File: config.mk
export PLATFORM = sky130hd
export DESIGN_NAME = core_count_hotplug_decider_top
export DESIGN_NICKNAME = d
export VERILOG_FILES = /design/src/hdl/cchd_pkg.sv /design/src/hdl/core_count_hotplug_decider_top.sv /design/src/hdl/cchd_ram.sv /design/src/hdl/cchd_ctrl.sv /design/src/hdl/cchd_dp.sv
export SDC_FILE = /design/constraint.sdc
export NUM_CORES = 2
export LEC_CHECK = 0
export ABC_AREA = 1
export BUFFER_PORTS_ARGS = -buffer_cell sky130_fd_sc_hd__buf_2
export CAP_MARGIN = 20
export CORE_AREA = 4 4 547 413
export CTS_CLUSTER_DIAMETER = 80
export DETAILED_ROUTE_END_ITERATION = 16
export DIE_AREA = 0 0 551 417
export PLACE_DENSITY_LB_ADDON = 0.25
export RECOVER_POWER = 100
export SLEW_MARGIN = 10
export SYNTH_ARGS = -nofsm -noshare
export SYNTH_HDL_FRONTEND = slang
export SYNTH_SLANG_ARGS = --single-unit
File: constraint.sdc
create_clock -name clk_i -period 19.7 [get_ports clk_i]
set_input_delay 0.985 -clock clk_i [delete_from_list [all_inputs] [get_ports clk_i]]
set_output_delay 0.985 -clock clk_i [all_outputs]
set_load 0.005 [all_outputs]
File: src/hdl/cchd_pkg.sv
// Types and constants of the core count hotplug decider.
package cchd_pkg;

  localparam int LOAD_W     = 7;
  localparam int FREQ_W     = 12;
  localparam int MS_W       = 16;
  localparam int TASK_W     = 8;
  localparam int CNT_W      = 3;
  localparam int WIN_W      = 14;
  localparam int MF_W       = 12;
  localparam int LF_W       = 21;
  localparam int TIME_W     = 9;
  localparam int AVG_W      = 21;
  localparam int CFG_IDX_W  = 2;
  localparam int CFG_DATA_W = 14;
  localparam int TX_W       = 17;

  localparam logic [TIME_W-1:0] TIME_CAP  = 9'd500;
  localparam logic [FREQ_W-1:0] UP1_FREQ  = 12'd998;
  localparam logic [FREQ_W-1:0] UP23_FREQ = 12'd1094;
  localparam logic [LOAD_W-1:0] UP1_LOAD  = 7'd80;
  localparam logic [LOAD_W:0]   DN2_LOAD  = 8'd80;

  // Task averages compared as 100 * sum against divisor * limit bounds.
  localparam logic [TX_W-1:0] UP1_TASKS = 17'd750;
  localparam logic [TX_W-1:0] DN2_TASKS = 17'd602;
  localparam logic [TX_W-1:0] UP2_TASKS = 17'd700;
  localparam logic [TX_W-1:0] DN3_TASKS = 17'd902;
  localparam logic [TX_W-1:0] UP3_TASKS = 17'd1350;
  localparam logic [TX_W-1:0] DN4_TASKS = 17'd1202;

  localparam logic [AVG_W-1:0] K80  = 21'd80;
  localparam logic [AVG_W-1:0] K150 = 21'd150;
  localparam logic [AVG_W-1:0] K160 = 21'd160;
  localparam logic [AVG_W-1:0] K200 = 21'd200;
  localparam logic [AVG_W-1:0] K240 = 21'd240;

  localparam logic [MF_W-1:0]  REF_CLK_RST   = 12'd1190;
  localparam logic [WIN_W-1:0] LONG_WIN_RST  = 14'd200;
  localparam logic [WIN_W-1:0] SHORT_WIN_RST = 14'd150;

  typedef enum logic [CFG_IDX_W-1:0] {
    CFG_REF_CLK   = 2'd0,
    CFG_LONG_WIN  = 2'd1,
    CFG_SHORT_WIN = 2'd2
  } cfg_idx_e;

  typedef enum logic [3:0] {
    S_IDLE, S_WRITE, S_INIT, S_TEST, S_RD, S_MUL, S_ACC,
    S_DIVINIT, S_DIV, S_POST, S_DECIDE
  } st_e;

  typedef struct packed {
    logic accept;
    logic write;
    logic init;
    logic rd;
    logic mul;
    logic acc;
    logic div_init;
    logic div_step;
    logic post;
    logic load_out;
    logic use_short;
  } cmd_t;

  typedef struct packed {
    logic walk_more;
    logic div_last;
    logic out_free;
  } sts_t;

endpackage

File: src/hdl/core_count_hotplug_decider_top.sv
// Core count hotplug decider: one needed core count per load sample.
// One sample is taken at a time. Its result is loaded into the output register
// after a walk of the history and a restoring divide, first for the long and
// then for the short window, and the next sample can be accepted in the cycle
// after that. The divider is $clog2(HISTORY_DEPTH*500+1) + 21 bits wide
// (35 at the default depth, one quotient bit per cycle, run twice). Each walk
// visits at most HISTORY_DEPTH history entries, each through the history RAM
// read port and the multiplier. A finished result waits in an output register,
// and the next sample is accepted while it waits; a later result holds until
// that register is free. Configuration writes are always ready.
module core_count_hotplug_decider_top #(
  parameter int HISTORY_DEPTH = 25
) (
  input  logic                              clk_i,
  input  logic                              rst_ni,
  input  logic                              cfg_valid_i,
  output logic                              cfg_ready_o,
  input  logic [cchd_pkg::CFG_IDX_W-1:0]    cfg_index_i,
  input  logic [cchd_pkg::CFG_DATA_W-1:0]   cfg_data_i,
  input  logic                              in_valid_i,
  output logic                              in_stall_o,
  input  logic [cchd_pkg::LOAD_W-1:0]       core_load_0_i,
  input  logic [cchd_pkg::LOAD_W-1:0]       core_load_1_i,
  input  logic [cchd_pkg::LOAD_W-1:0]       core_load_2_i,
  input  logic [cchd_pkg::LOAD_W-1:0]       core_load_3_i,
  input  logic [cchd_pkg::FREQ_W-1:0]       freq_mhz_i,
  input  logic [cchd_pkg::MS_W-1:0]         elapsed_ms_i,
  input  logic [cchd_pkg::TASK_W-1:0]       running_tasks_i,
  input  logic [cchd_pkg::CNT_W-1:0]        online_count_i,
  input  logic                              sleep_request_i,
  output logic                              out_valid_o,
  input  logic                              out_stall_i,
  output logic [cchd_pkg::CNT_W-1:0]        needed_count_o,
  output logic [cchd_pkg::AVG_W-1:0]        long_average_o
);
  import cchd_pkg::*;

  cmd_t cmd;
  sts_t sts;

  assign cfg_ready_o = 1'b1;

  cchd_ctrl u_ctrl (
    .clk_i     (clk_i),
    .rst_ni    (rst_ni),
    .in_valid_i(in_valid_i),
    .in_stall_o(in_stall_o),
    .sts_i     (sts),
    .cmd_o     (cmd)
  );

  cchd_dp #(
    .HISTORY_DEPTH(HISTORY_DEPTH)
  ) u_dp (
    .clk_i          (clk_i),
    .rst_ni         (rst_ni),
    .cmd_i          (cmd),
    .sts_o          (sts),
    .cfg_valid_i    (cfg_valid_i),
    .cfg_index_i    (cfg_index_i),
    .cfg_data_i     (cfg_data_i),
    .core_load_0_i  (core_load_0_i),
    .core_load_1_i  (core_load_1_i),
    .core_load_2_i  (core_load_2_i),
    .core_load_3_i  (core_load_3_i),
    .freq_mhz_i     (freq_mhz_i),
    .elapsed_ms_i   (elapsed_ms_i),
    .running_tasks_i(running_tasks_i),
    .online_count_i (online_count_i),
    .sleep_request_i(sleep_request_i),
    .out_valid_o    (out_valid_o),
    .out_stall_i    (out_stall_i),
    .needed_count_o (needed_count_o),
    .long_average_o (long_average_o)
  );
endmodule

File: src/hdl/cchd_ram.sv
// Generic single-port-write RAM with registered read.
module cchd_ram #(
  parameter int WIDTH = 30,
  parameter int DEPTH = 25
) (
  input  logic                     clk_i,
  input  logic                     we_i,
  input  logic [$clog2(DEPTH)-1:0] waddr_i,
  input  logic [WIDTH-1:0]         wdata_i,
  input  logic [$clog2(DEPTH)-1:0] raddr_i,
  output logic [WIDTH-1:0]         rdata_o
);
  logic [WIDTH-1:0] mem_q [DEPTH];
  logic [WIDTH-1:0] rdata_q;

  always_ff @(posedge clk_i) begin
    if (we_i) begin
      mem_q[waddr_i] <= wdata_i;
    end
    rdata_q <= mem_q[raddr_i];
  end

  assign rdata_o = rdata_q;
endmodule

File: src/hdl/cchd_ctrl.sv
// Sequencing state machine of the core count hotplug decider.
module cchd_ctrl (
  input  logic           clk_i,
  input  logic           rst_ni,
  input  logic           in_valid_i,
  output logic           in_stall_o,
  input  cchd_pkg::sts_t sts_i,
  output cchd_pkg::cmd_t cmd_o
);
  import cchd_pkg::*;

  st_e  state_q, state_d;
  logic short_q, short_d;

  always_ff @(posedge clk_i or negedge rst_ni) begin
    if (!rst_ni) begin
      state_q <= S_IDLE;
      short_q <= 1'b0;
    end else begin
      state_q <= state_d;
      short_q <= short_d;
    end
  end

  always_comb begin
    state_d = state_q;
    short_d = short_q;
    case (state_q)
      S_IDLE:    if (in_valid_i) state_d = S_WRITE;
      S_WRITE: begin
        state_d = S_INIT;
        short_d = 1'b0;
      end
      S_INIT:    state_d = S_TEST;
      S_TEST:    state_d = sts_i.walk_more ? S_RD : S_DIVINIT;
      S_RD:      state_d = S_MUL;
      S_MUL:     state_d = S_ACC;
      S_ACC:     state_d = S_TEST;
      S_DIVINIT: state_d = S_DIV;
      S_DIV:     if (sts_i.div_last) state_d = S_POST;
      S_POST: begin
        if (short_q) begin
          state_d = S_DECIDE;
        end else begin
          state_d = S_INIT;
          short_d = 1'b1;
        end
      end
      S_DECIDE:  if (sts_i.out_free) state_d = S_IDLE;
      default:   state_d = S_IDLE;
    endcase
  end

  always_comb begin
    cmd_o           = '0;
    cmd_o.use_short = short_q;
    case (state_q)
      S_IDLE:    cmd_o.accept   = in_valid_i;
      S_WRITE:   cmd_o.write    = 1'b1;
      S_INIT:    cmd_o.init     = 1'b1;
      S_RD:      cmd_o.rd       = 1'b1;
      S_MUL:     cmd_o.mul      = 1'b1;
      S_ACC:     cmd_o.acc      = 1'b1;
      S_DIVINIT: cmd_o.div_init = 1'b1;
      S_DIV:     cmd_o.div_step = 1'b1;
      S_POST:    cmd_o.post     = 1'b1;
      S_DECIDE:  cmd_o.load_out = sts_i.out_free;
      default:   cmd_o.accept   = 1'b0;
    endcase
  end

  assign in_stall_o = (state_q != S_IDLE);
endmodule

File: src/hdl/cchd_dp.sv
// Datapath: history, weighted-average walk, shared divider and core rules.
module cchd_dp #(
  parameter int HISTORY_DEPTH = 25
) (
  input  logic                                  clk_i,
  input  logic                                  rst_ni,
  input  cchd_pkg::cmd_t                        cmd_i,
  output cchd_pkg::sts_t                        sts_o,
  input  logic                                  cfg_valid_i,
  input  logic [cchd_pkg::CFG_IDX_W-1:0]        cfg_index_i,
  input  logic [cchd_pkg::CFG_DATA_W-1:0]       cfg_data_i,
  input  logic [cchd_pkg::LOAD_W-1:0]           core_load_0_i,
  input  logic [cchd_pkg::LOAD_W-1:0]           core_load_1_i,
  input  logic [cchd_pkg::LOAD_W-1:0]           core_load_2_i,
  input  logic [cchd_pkg::LOAD_W-1:0]           core_load_3_i,
  input  logic [cchd_pkg::FREQ_W-1:0]           freq_mhz_i,
  input  logic [cchd_pkg::MS_W-1:0]             elapsed_ms_i,
  input  logic [cchd_pkg::TASK_W-1:0]           running_tasks_i,
  input  logic [cchd_pkg::CNT_W-1:0]            online_count_i,
  input  logic                                  sleep_request_i,
  output logic                                  out_valid_o,
  input  logic                                  out_stall_i,
  output logic [cchd_pkg::CNT_W-1:0]            needed_count_o,
  output logic [cchd_pkg::AVG_W-1:0]            long_average_o
);
  import cchd_pkg::*;

  localparam int PW    = $clog2(HISTORY_DEPTH);
  localparam int NW    = $clog2(HISTORY_DEPTH + 1);
  localparam int COV_W = $clog2(HISTORY_DEPTH * 500 + 1);
  localparam int ACC_W = COV_W + LF_W;
  localparam int DC_W  = $clog2(ACC_W);
  localparam int CMP_W = COV_W + WIN_W;
  localparam int RW    = LF_W + TIME_W;
  localparam int PROD_W = LF_W + TIME_W;
  localparam logic [PW-1:0] LAST_POS = PW'(HISTORY_DEPTH - 1);
  localparam logic [NW-1:0] N_MAX    = NW'(HISTORY_DEPTH);
  localparam logic [DC_W-1:0] DC_LAST = DC_W'(ACC_W - 1);

  logic [MF_W-1:0]  ref_clk_q;
  logic [WIN_W-1:0] long_win_q, short_win_q;

  logic [LOAD_W-1:0] l0_q, l1_q, l2_q, l3_q;
  logic [FREQ_W-1:0] freq_q;
  logic [MS_W-1:0]   ms_q;
  logic [TASK_W-1:0] tasks_q;
  logic [CNT_W-1:0]  online_q;
  logic              sleep_q;

  logic [PW-1:0]     ptr_q, ptr_d;
  logic [HISTORY_DEPTH-1:0] valid_q;
  logic [TASK_W-1:0] t0_q, t1_q, t2_q;

  logic [PW-1:0]     pos_q;
  logic [NW-1:0]     n_q;
  logic [COV_W-1:0]  cov_q;
  logic [ACC_W-1:0]  acc_q;
  logic              rvalid_q;
  logic [PROD_W-1:0] prod_q;
  logic [TIME_W-1:0] tm_q;

  logic [ACC_W-1:0]  quo_q;
  logic [COV_W-1:0]  rem_q;
  logic [DC_W-1:0]   dcnt_q;

  logic [AVG_W-1:0]  avg_long_q, avg_short_q;
  logic              out_valid_q;
  logic [CNT_W-1:0]  need_q;
  logic [AVG_W-1:0]  long_out_q;

  logic [LOAD_W+1:0] load_sum;
  logic [LF_W-1:0]   lf_w;
  logic [TIME_W-1:0] tcap_w;
  logic [RW-1:0]     rdata;
  logic [LF_W-1:0]   lf_rd;
  logic [TIME_W-1:0] t_rd;
  logic [WIN_W-1:0]  win;
  logic [COV_W:0]    trial;
  logic              fits;
  logic [AVG_W-1:0]  div_res;

  always_ff @(posedge clk_i or negedge rst_ni) begin
    if (!rst_ni) begin
      ref_clk_q   <= REF_CLK_RST;
      long_win_q  <= LONG_WIN_RST;
      short_win_q <= SHORT_WIN_RST;
    end else if (cfg_valid_i) begin
      case (cfg_idx_e'(cfg_index_i))
        CFG_REF_CLK:   ref_clk_q   <= cfg_data_i[MF_W-1:0];
        CFG_LONG_WIN:  long_win_q  <= cfg_data_i[WIN_W-1:0];
        CFG_SHORT_WIN: short_win_q <= cfg_data_i[WIN_W-1:0];
        default:       ref_clk_q   <= ref_clk_q;
      endcase
    end
  end

  always_ff @(posedge clk_i) begin
    if (cmd_i.accept) begin
      l0_q     <= core_load_0_i;
      l1_q     <= core_load_1_i;
      l2_q     <= core_load_2_i;
      l3_q     <= core_load_3_i;
      freq_q   <= freq_mhz_i;
      ms_q     <= elapsed_ms_i;
      tasks_q  <= running_tasks_i;
      online_q <= online_count_i;
      sleep_q  <= sleep_request_i;
    end
  end

  assign load_sum = (LOAD_W+2)'(l0_q) + (LOAD_W+2)'(l1_q)
                  + (LOAD_W+2)'(l2_q) + (LOAD_W+2)'(l3_q);
  assign lf_w     = LF_W'(load_sum * freq_q);
  assign tcap_w   = (ms_q > MS_W'(TIME_CAP)) ? TIME_CAP : ms_q[TIME_W-1:0];
  assign ptr_d    = (ptr_q == LAST_POS) ? '0 : ptr_q + 1'b1;

  always_ff @(posedge clk_i or negedge rst_ni) begin
    if (!rst_ni) begin
      ptr_q   <= '0;
      valid_q <= '0;
      t0_q    <= '0;
      t1_q    <= '0;
      t2_q    <= '0;
    end else if (cmd_i.write) begin
      ptr_q          <= ptr_d;
      valid_q[ptr_d] <= 1'b1;
      t0_q           <= tasks_q;
      t1_q           <= t0_q;
      t2_q           <= t1_q;
    end
  end

  cchd_ram #(
    .WIDTH(RW),
    .DEPTH(HISTORY_DEPTH)
  ) u_hist (
    .clk_i  (clk_i),
    .we_i   (cmd_i.write),
    .waddr_i(ptr_d),
    .wdata_i({lf_w, tcap_w}),
    .raddr_i(pos_q),
    .rdata_o(rdata)
  );

  assign lf_rd = rvalid_q ? rdata[RW-1:TIME_W] : '0;
  assign t_rd  = rvalid_q ? rdata[TIME_W-1:0] : '0;
  assign win   = cmd_i.use_short ? short_win_q : long_win_q;

  always_ff @(posedge clk_i) begin
    if (cmd_i.init) begin
      pos_q <= ptr_q;
      n_q   <= '0;
      cov_q <= '0;
      acc_q <= '0;
    end else if (cmd_i.acc) begin
      pos_q <= (pos_q == '0) ? LAST_POS : pos_q - 1'b1;
      n_q   <= n_q + 1'b1;
      cov_q <= cov_q + COV_W'(tm_q);
      acc_q <= acc_q + ACC_W'(prod_q);
    end
    if (cmd_i.rd) begin
      rvalid_q <= valid_q[pos_q];
    end
    if (cmd_i.mul) begin
      prod_q <= PROD_W'(lf_rd * t_rd);
      tm_q   <= t_rd;
    end
  end

  assign sts_o.walk_more = ({{WIN_W{1'b0}}, cov_q} < {{COV_W{1'b0}}, win})
                         && (n_q < N_MAX);

  assign trial = {rem_q, quo_q[ACC_W-1]};
  assign fits  = trial >= {1'b0, cov_q};

  always_ff @(posedge clk_i) begin
    if (cmd_i.div_init) begin
      quo_q  <= acc_q;
      rem_q  <= '0;
      dcnt_q <= '0;
    end else if (cmd_i.div_step) begin
      rem_q  <= fits ? COV_W'(trial - {1'b0, cov_q}) : trial[COV_W-1:0];
      quo_q  <= {quo_q[ACC_W-2:0], fits};
      dcnt_q <= dcnt_q + 1'b1;
    end
  end

  assign sts_o.div_last = (dcnt_q == DC_LAST);
  assign div_res = (cov_q == '0) ? '0 : quo_q[AVG_W-1:0];

  always_ff @(posedge clk_i) begin
    if (cmd_i.post) begin
      if (cmd_i.use_short) begin
        avg_short_q <= div_res;
      end else begin
        avg_long_q <= div_res;
      end
    end
  end

  logic [AVG_W-1:0]  mf_w;
  logic [AVG_W-1:0]  th80, th150, th160, th200, th240;
  logic [TASK_W+1:0] sum3;
  logic [TASK_W:0]   sum2;
  logic [TX_W-1:0]   rt3x, rt2x;
  logic [LOAD_W:0]   l01;
  logic [CNT_W-1:0]  need;

  assign mf_w  = AVG_W'(ref_clk_q);
  assign th80  = AVG_W'(mf_w * K80);
  assign th150 = AVG_W'(mf_w * K150);
  assign th160 = AVG_W'(mf_w * K160);
  assign th200 = AVG_W'(mf_w * K200);
  assign th240 = AVG_W'(mf_w * K240);
  assign sum2  = (TASK_W+1)'(t0_q) + (TASK_W+1)'(t1_q);
  assign sum3  = (TASK_W+2)'(sum2) + (TASK_W+2)'(t2_q);
  assign rt3x  = TX_W'(sum3) * TX_W'(7'd100);
  assign rt2x  = TX_W'(sum2) * TX_W'(7'd100);
  assign l01   = (LOAD_W+1)'(l0_q) + (LOAD_W+1)'(l1_q);

  always_comb begin
    need = online_q;
    if (sleep_q) begin
      need = 3'd1;
    end else begin
      case (online_q)
        3'd1: begin
          if (freq_q >= UP1_FREQ && l0_q >= UP1_LOAD && avg_long_q > th80
              && rt3x >= UP1_TASKS) begin
            need = 3'd2;
          end
        end
        3'd2: begin
          if (rt3x <= DN2_TASKS && avg_short_q < th80 && l01 < DN2_LOAD) begin
            need = 3'd1;
          end else if (freq_q >= UP23_FREQ && avg_long_q > th160
                       && rt2x >= UP2_TASKS) begin
            need = 3'd3;
          end
        end
        3'd3: begin
          if (rt3x <= DN3_TASKS && avg_short_q <= th150) begin
            need = 3'd2;
          end else if (freq_q >= UP23_FREQ && avg_long_q > th240
                       && rt3x >= UP3_TASKS) begin
            need = 3'd4;
          end
        end
        3'd4: begin
          if (rt3x <= DN4_TASKS && avg_short_q <= th200) begin
            need = 3'd3;
          end
        end
        default: need = online_q;
      endcase
    end
  end

  always_ff @(posedge clk_i or negedge rst_ni) begin
    if (!rst_ni) begin
      out_valid_q <= 1'b0;
    end else if (cmd_i.load_out) begin
      out_valid_q <= 1'b1;
    end else if (!out_stall_i) begin
      out_valid_q <= 1'b0;
    end
  end

  always_ff @(posedge clk_i) begin
    if (cmd_i.load_out) begin
      need_q     <= need;
      long_out_q <= avg_long_q;
    end
  end

  assign sts_o.out_free = !out_valid_q || !out_stall_i;
  assign out_valid_o    = out_valid_q;
  assign needed_count_o = need_q;
  assign long_average_o = long_out_q;
endmodule

## After elaboration in Yosys (flattened, before gate mapping)

Memories as Yosys holds them, arrays and structs flattened. A register that Yosys moved wholly into a read port is not among the register bits.
Cells that the tools add are included.

| word-level totals | value |
|---|---|
| logic and storage cells | 179 |
| output and inout port bits | 27 |
| bits in registers | 388 |
| memories kept | 1 |
| bits of input ports | 89 |
| memory bits (writable) | 750 |

Memories:

| name | depth | bits a word | rd ports | clocked after Yosys merged registers in | wr ports | RTL line | text |
|---|---|---|---|---|---|---|---|
| u_dp.u_hist.mem_q | 25 | 30 | 1 | 1 | 1 | cchd_ram.sv:13 | `logic [WIDTH-1:0] mem_q [DEPTH];` |

| operators by class | value |
|---|---|
| bitwise operators | 2 |
| magnitude comparators | 23 |
| add/sub/neg operators | 13 |
| reduce and logical (&&, ||, !) cells | 31 |
| equal/unequal tests | 22 |
| multiply operators | 9 |
| mux-type cells | 44 |

Operators by type and width:

| kind | number |
|---|---|
| 35-bit two-way mux | 2 |
| 21-bit > comparator | 3 |
| 21-bit <= comparator | 2 |
| 21-bit two-way mux | 2 |
| 4-bit one-hot mux with 10 select lines | 1 |
| 35-bit by 30-bit adder with 35-bit output | 1 |
| 17-bit by 10-bit <= comparator with 1-bit output (second input constant) | 2 |
| 12-bit by 3-bit multiplier with 15-bit output (second input constant) | 2 |
| 21-bit by 9-bit multiplier with 30-bit output | 1 |
| 14-bit two-way mux | 2 |
| 25-bit bitwise OR | 1 |
| 21-bit less-than comparator | 1 |
| 9-bit by 12-bit multiplier with 21-bit output | 1 |
| 5-bit two-way mux | 4 |
| 12-bit by 7-bit multiplier with 19-bit output (second input constant) | 1 |
| 9-bit by 7-bit adder with 9-bit output | 2 |
| 3-bit two-way mux | 6 |
| 9-bit two-way mux | 2 |
| 17-bit by 10-bit greater-or-equal comparator with 1-bit output (second input constant) | 1 |
| 17-bit by 11-bit greater-or-equal comparator with 1-bit output (second input constant) | 1 |
| 17-bit by 11-bit <= comparator with 1-bit output (second input constant) | 1 |
| 12-bit by 5-bit multiplier with 17-bit output (second input constant) | 1 |
| 7-bit by 7-bit adder with 8-bit output | 2 |
| 4-bit by 3-bit equality test with 1-bit output (second input constant) | 4 |
| other kinds (53) | 98 |

## Logic depth before layout (Yosys ltp)

| logic depth | value |
|---|---|
| depth in word-level cells | 8 |
| depth in mapped cells | 35 |
| mapped depth without buffers | 35 |

## Modules after synthesis

A second synthesis with hierarchy kept.

| second synthesis, totals | value |
|---|---|
| cells, all modules | 7290 |
| area total of the unflattened synthesis | 68853.5 µm² |

Modules (own cells, without submodules):

| module | sequential area each (µm²) | area an instance (µm²) | instances | cells each |
|---|---|---|---|---|
| cchd_dp | 10299.9 | 35970.7 | 1 | 4265 |
| cchd_ram | 23122.2 | 32482.4 | 1 | 2963 |
| cchd_ctrl | 125.1 | 389.1 | 1 | 60 |
| core_count_hotplug_decider_top | 0.0 | 11.3 | 1 | 2 |

## Least setup slack after synthesis

OpenSTA, ideal clock, no wires.

| timing | value |
|---|---|
| path kind | reg2reg |
| start point | register u_dp.l1_q[0] |
| end point | memory u_dp.u_hist.mem_q[0][27], data pin |
| arrival | 7183 ps |
| period minus slack after synthesis | 7518 ps |
| library setup time | 335 ps |
| stages on the path, launching flop included | 29 |
| buffers on the path | 0 |
| path slack | 12182 ps |
| data required time | 19365 ps |
| cell sequence | edfxtp_1 -> ha_1 -> fa_1 -> inv_1 -> fa_1 -> inv_1 -> ha_1 -> fa_1 -> a21oi_1 -> o21ai_1 -> nand2_1 -> nand2_1 -> a21oi_1 -> xor2_2 -> nor2_1 -> fa_1 -> inv_1 -> fa_1 -> fa_1 -> inv_1 -> fa_1 -> ha_1 -> a21o_1 -> a21oi_2 -> o21ai_2 -> a21boi_1 -> o21ai_1 -> a21oi_1 -> xor2_1 |

| between the ends | value |
|---|---|
| word-level cells in the longest chain between the ends | 4 |

RTL lines:

| item | RTL line | text |
|---|---|---|
| start: declaration | cchd_dp.sv:43 | `logic [LOAD_W-1:0] l0_q, l1_q, l2_q, l3_q;` |
| start signal: assignment | cchd_dp.sv:100 | `l1_q <= core_load_1_i;` |
| 7-bit by 7-bit adder with 8-bit output | cchd_dp.sv:111 | `assign load_sum = (LOAD_W+2)'(l0_q) + (LOAD_W+2)'(l1_q)` |
| 9-bit by 7-bit adder with 9-bit output (2 in series) | cchd_dp.sv:112 | `+ (LOAD_W+2)'(l2_q) + (LOAD_W+2)'(l3_q);` |
| 9-bit by 12-bit multiplier with 21-bit output | cchd_dp.sv:113 | `assign lf_w = LF_W'(load_sum * freq_q);` |
| net u_dp.lf_w[18] | cchd_dp.sv:72 | `logic [LF_W-1:0] lf_w;` |
| end: declaration | cchd_ram.sv:13 |  |

The timed path passes the listed nets, and every way through them passes these cells.

==> impl_metrics.env <==
export IMPL_outcome="finished, violations left"
export IMPL_violations="max-capacitance violations, max-slew violations"
export IMPL_vias=46900
export IMPL_regArea_um2=33500
export IMPL_rsz0062_at_grt="false"
export IMPL_syn_inst=6428
export IMPL_cts_hold_buf=0
export IMPL_path_cells="clkbuf_1 > clkinvlp_2 > clkbuf_1 > buf_12 > o21ai_0 > o22ai_1 > o21ai_0 > o21ai_0 > nand2_1 > nand2_1"
export IMPL_slew_headroom=-1.52
export IMPL_endpoint_kind="register"
export IMPL_required_ns=20.25
export IMPL_drive_gt1_frac=0.0555
export IMPL_cap_viol_max_count=45
export IMPL_critical_path_slowest_cell="clkinvlp_2"
export IMPL_synth_commonest_cells="964 x edfxtp_1, 929 x nand2_1, 798 x inv_1"
export IMPL_r2r_end="u_dp.u_hist.rdata_o[29]"
export IMPL_grt_pass1_vias=45600
export IMPL_clk_transition_reported_paths_ns=0.06
export IMPL_cts_path_max_buffers=3
export IMPL_hold_class="in -> reg"
export IMPL_r2r_start="u_dp.pos_q[0]"
export IMPL_async_flop_share=0.0856
export IMPL_multi_input_area_um2=28400
export IMPL_synth_top_cell_area_share=0.439
export IMPL_yosys_area_top_type="edfxtp_1"
export IMPL_setup_viol=0
export IMPL_drc=0
export IMPL_seq_area_frac_synth=0.509
export IMPL_synth_area_um2=65900
export IMPL_routed_wl_mm=195
export IMPL_fmax_mhz=96.4
export IMPL_cts_root_buffer="clkbuf_16"
export IMPL_insertion_delay_ns=0.78
export IMPL_use_met2=0.239
export IMPL_ys_warn_count=0
export IMPL_synth_most_common_cell="edfxtp_1"
export IMPL_initial_core_util=0.299
export IMPL_ys_flop_type="edfxtp_1"
export IMPL_period_needed_ns=10.37
export IMPL_utilization=0.335
export IMPL_vias_per_cell=4.90
export IMPL_top_usage_layer="met1"
export IMPL_tritoncts="yes"
export IMPL_period_share=0.527
export IMPL_synth_enable_flop_cells=964
export IMPL_path_delay_family="buffers and inverters"
export IMPL_grt_overflow_total=0
export IMPL_ys_ff_latch=1168
export IMPL_post_drt_wl_per_cell_um=20.4
export IMPL_cp_startpoint="u_dp.pos_q[0]"
export IMPL_cp_depth=10
export IMPL_critPathMaxFanout=202
export IMPL_grt_use_met1=0.265
export IMPL_slowest_delay_ns=4.06
export IMPL_path_class="reg -> reg"
export IMPL_cts_inserted_buffers=120
export IMPL_timing_setup_tns_ns=0
export IMPL_synth_avg_cell_area_um2=10.2
export IMPL_synth_cell_types=68
export IMPL_n_antenna_cell=0
export IMPL_grt_max_degree=203
export IMPL_dr_pass1_iters=5
export IMPL_critPathArrivalTime_ns=10.93
export IMPL_core_area_um2=220000
export IMPL_critPathLaunchType="register"
export IMPL_cp_num_buf_inv=4
export IMPL_dieArea_um2=230000
export IMPL_fin_ws_ns=9.33
export IMPL_fin_worst_skew_ns=0.105
export IMPL_dpl_hpwl_mm=127
export IMPL_drv_slew=1516
export IMPL_htreeDepth=3
export IMPL_antenna_found_initial=5
export IMPL_grt_pass1_wl_mm=294
export IMPL_r2r_setup_slack_ns=9.33
export IMPL_port_buffers=114
export IMPL_grt_use_total=0.167
export IMPL_nets=7353
export IMPL_synth_area_leaders="edfxtp_1 44%, ha_1 8.9%, fa_1 8.3%"
export IMPL_fillCellCount=22500
export IMPL_timing_critical_path_mode_cell="o21ai_0"
export IMPL_first_iter_violations=4242
export IMPL_antenna_left=0
export IMPL_tightest_slew_ns=3.78
export IMPL_syn_to_final_growth_pct=12.0
export IMPL_cts_resized=0
export IMPL_hold_viol=0
export IMPL_post_cts_setup_buffers=0
export IMPL_fp_dieW_um=551
export IMPL_reg2regPathDepth=10
export IMPL_synth_nets=7257
export IMPL_ioPinCount=116
export IMPL_met3_usage=0.0245
export IMPL_dpl_worst_slack_ns=11.09
export IMPL_crit_end="u_dp.u_hist.rdata_o[29]"
export IMPL_num_rows=149
export IMPL_clock_sinks=1168
export IMPL_gp_congestion=0.865
export IMPL_die_y_um=417
-- layer usage --
metal,vias to the layer above,share of wire,routed length [um]
li1,22200,-,-
met1,23200,0.51,99000
met2,1340,0.41,80000
met3,197,0.065,12700
met4,2,0.018,3580
met5,-,0.000067,13
-- worst min path at each step --
stage                             startpoint                endpoint  slack [ns]  cells past startpoint
CTS                                   rst_ni         u_dp.valid_q[0]        0.28                      1
detailed placement        u_dp.avg_long_q[3]  u_dp.long_average_o[3]        0.44                      0
global placement             u_dp.valid_q[2]         u_dp.valid_q[2]        0.44                      2
finish                       elapsed_ms_i[1]            u_dp.ms_q[1]        0.38                      1
global route                 elapsed_ms_i[8]            u_dp.ms_q[8]        0.32                      1
floorplan           u_dp.u_hist.mem_q[24][8]  u_dp.u_hist.rdata_o[8]        0.42                      2
-- cell type report --
cell class,count,share of cell area
inverters,814,0.0415
clock inverters,64,0.00984
multi-input cells,4219,0.386
well taps,2944,0.0499
repair buffers,201,0.0135
flip-flops and latches,1168,0.455
clock buffers,163,0.0448
-- cell usage in the layout, fill, tap and decap left out, types with 52 or more instances in the layout --
cell type,netlist,routed
a21oi_1,297,299
buf_2,57,80
clkbuf_1,141,128
clkbuf_16,0,121
dfrtp_1,88,88
dfxtp_1,104,104
edfxtp_1,964,964
fa_1,272,272
ha_1,468,468
inv_1,798,798
nand2_1,929,931
nand3_1,151,151
nor2_1,764,741
o21ai_0,657,675
o221ai_1,113,113
o22ai_1,86,86
xnor2_1,53,52
xor2_1,89,88
-- cell families after synthesis --
kind of cell | synth area share
adders and majority gates | 0.172
buffers and inverters | 0.0615
and+or+nand+nor | 0.121
DFF | 0.509
AOI/OAI and AO/OA | 0.115
other | 0.0000569
muxes | 0.00197
xor gates and xnor gates | 0.0191
-- registers in the layout, indices dropped and copies added (netlist names), 8 cells and up --
signal and count:
u_dp.long_average_o 21, u_dp.tasks_q 8, u_dp.t1_q 8, u_dp.long_win_q 14, u_dp.acc_q 35, u_dp.rem_q 14, u_dp.cov_q 14, u_dp.ref_clk_q 12
u_dp.t0_q 8, u_dp.tm_q 9, u_dp.t2_q 8, u_dp.quo_q 35, u_dp.prod_q 30, u_dp.ms_q 16, u_dp.short_win_q 14, u_dp.avg_long_q 21
u_dp.u_hist.mem_q 750, u_dp.u_hist.rdata_o 30, u_dp.freq_q 12, u_dp.avg_short_q 21, u_dp.valid_q 25
-- stage by stage --
step / hold WS (ns) / instance area [um^2] / instances
3_3_place_gp: 0.437 / 70100 / 9336
5_1_grt: 0.324 / 73800 / 9573
3_5_place_dp: 0.440 / 70100 / 9339
2_1_floorplan: 0.418 / 65900 / 6428
4_1_cts: 0.282 / 74200 / 9566
6_report: 0.383 / 73800 / 9573
Power is not shown: default switching activity piles up to over one toggle a cycle in this logic, so the estimate is an artifact.
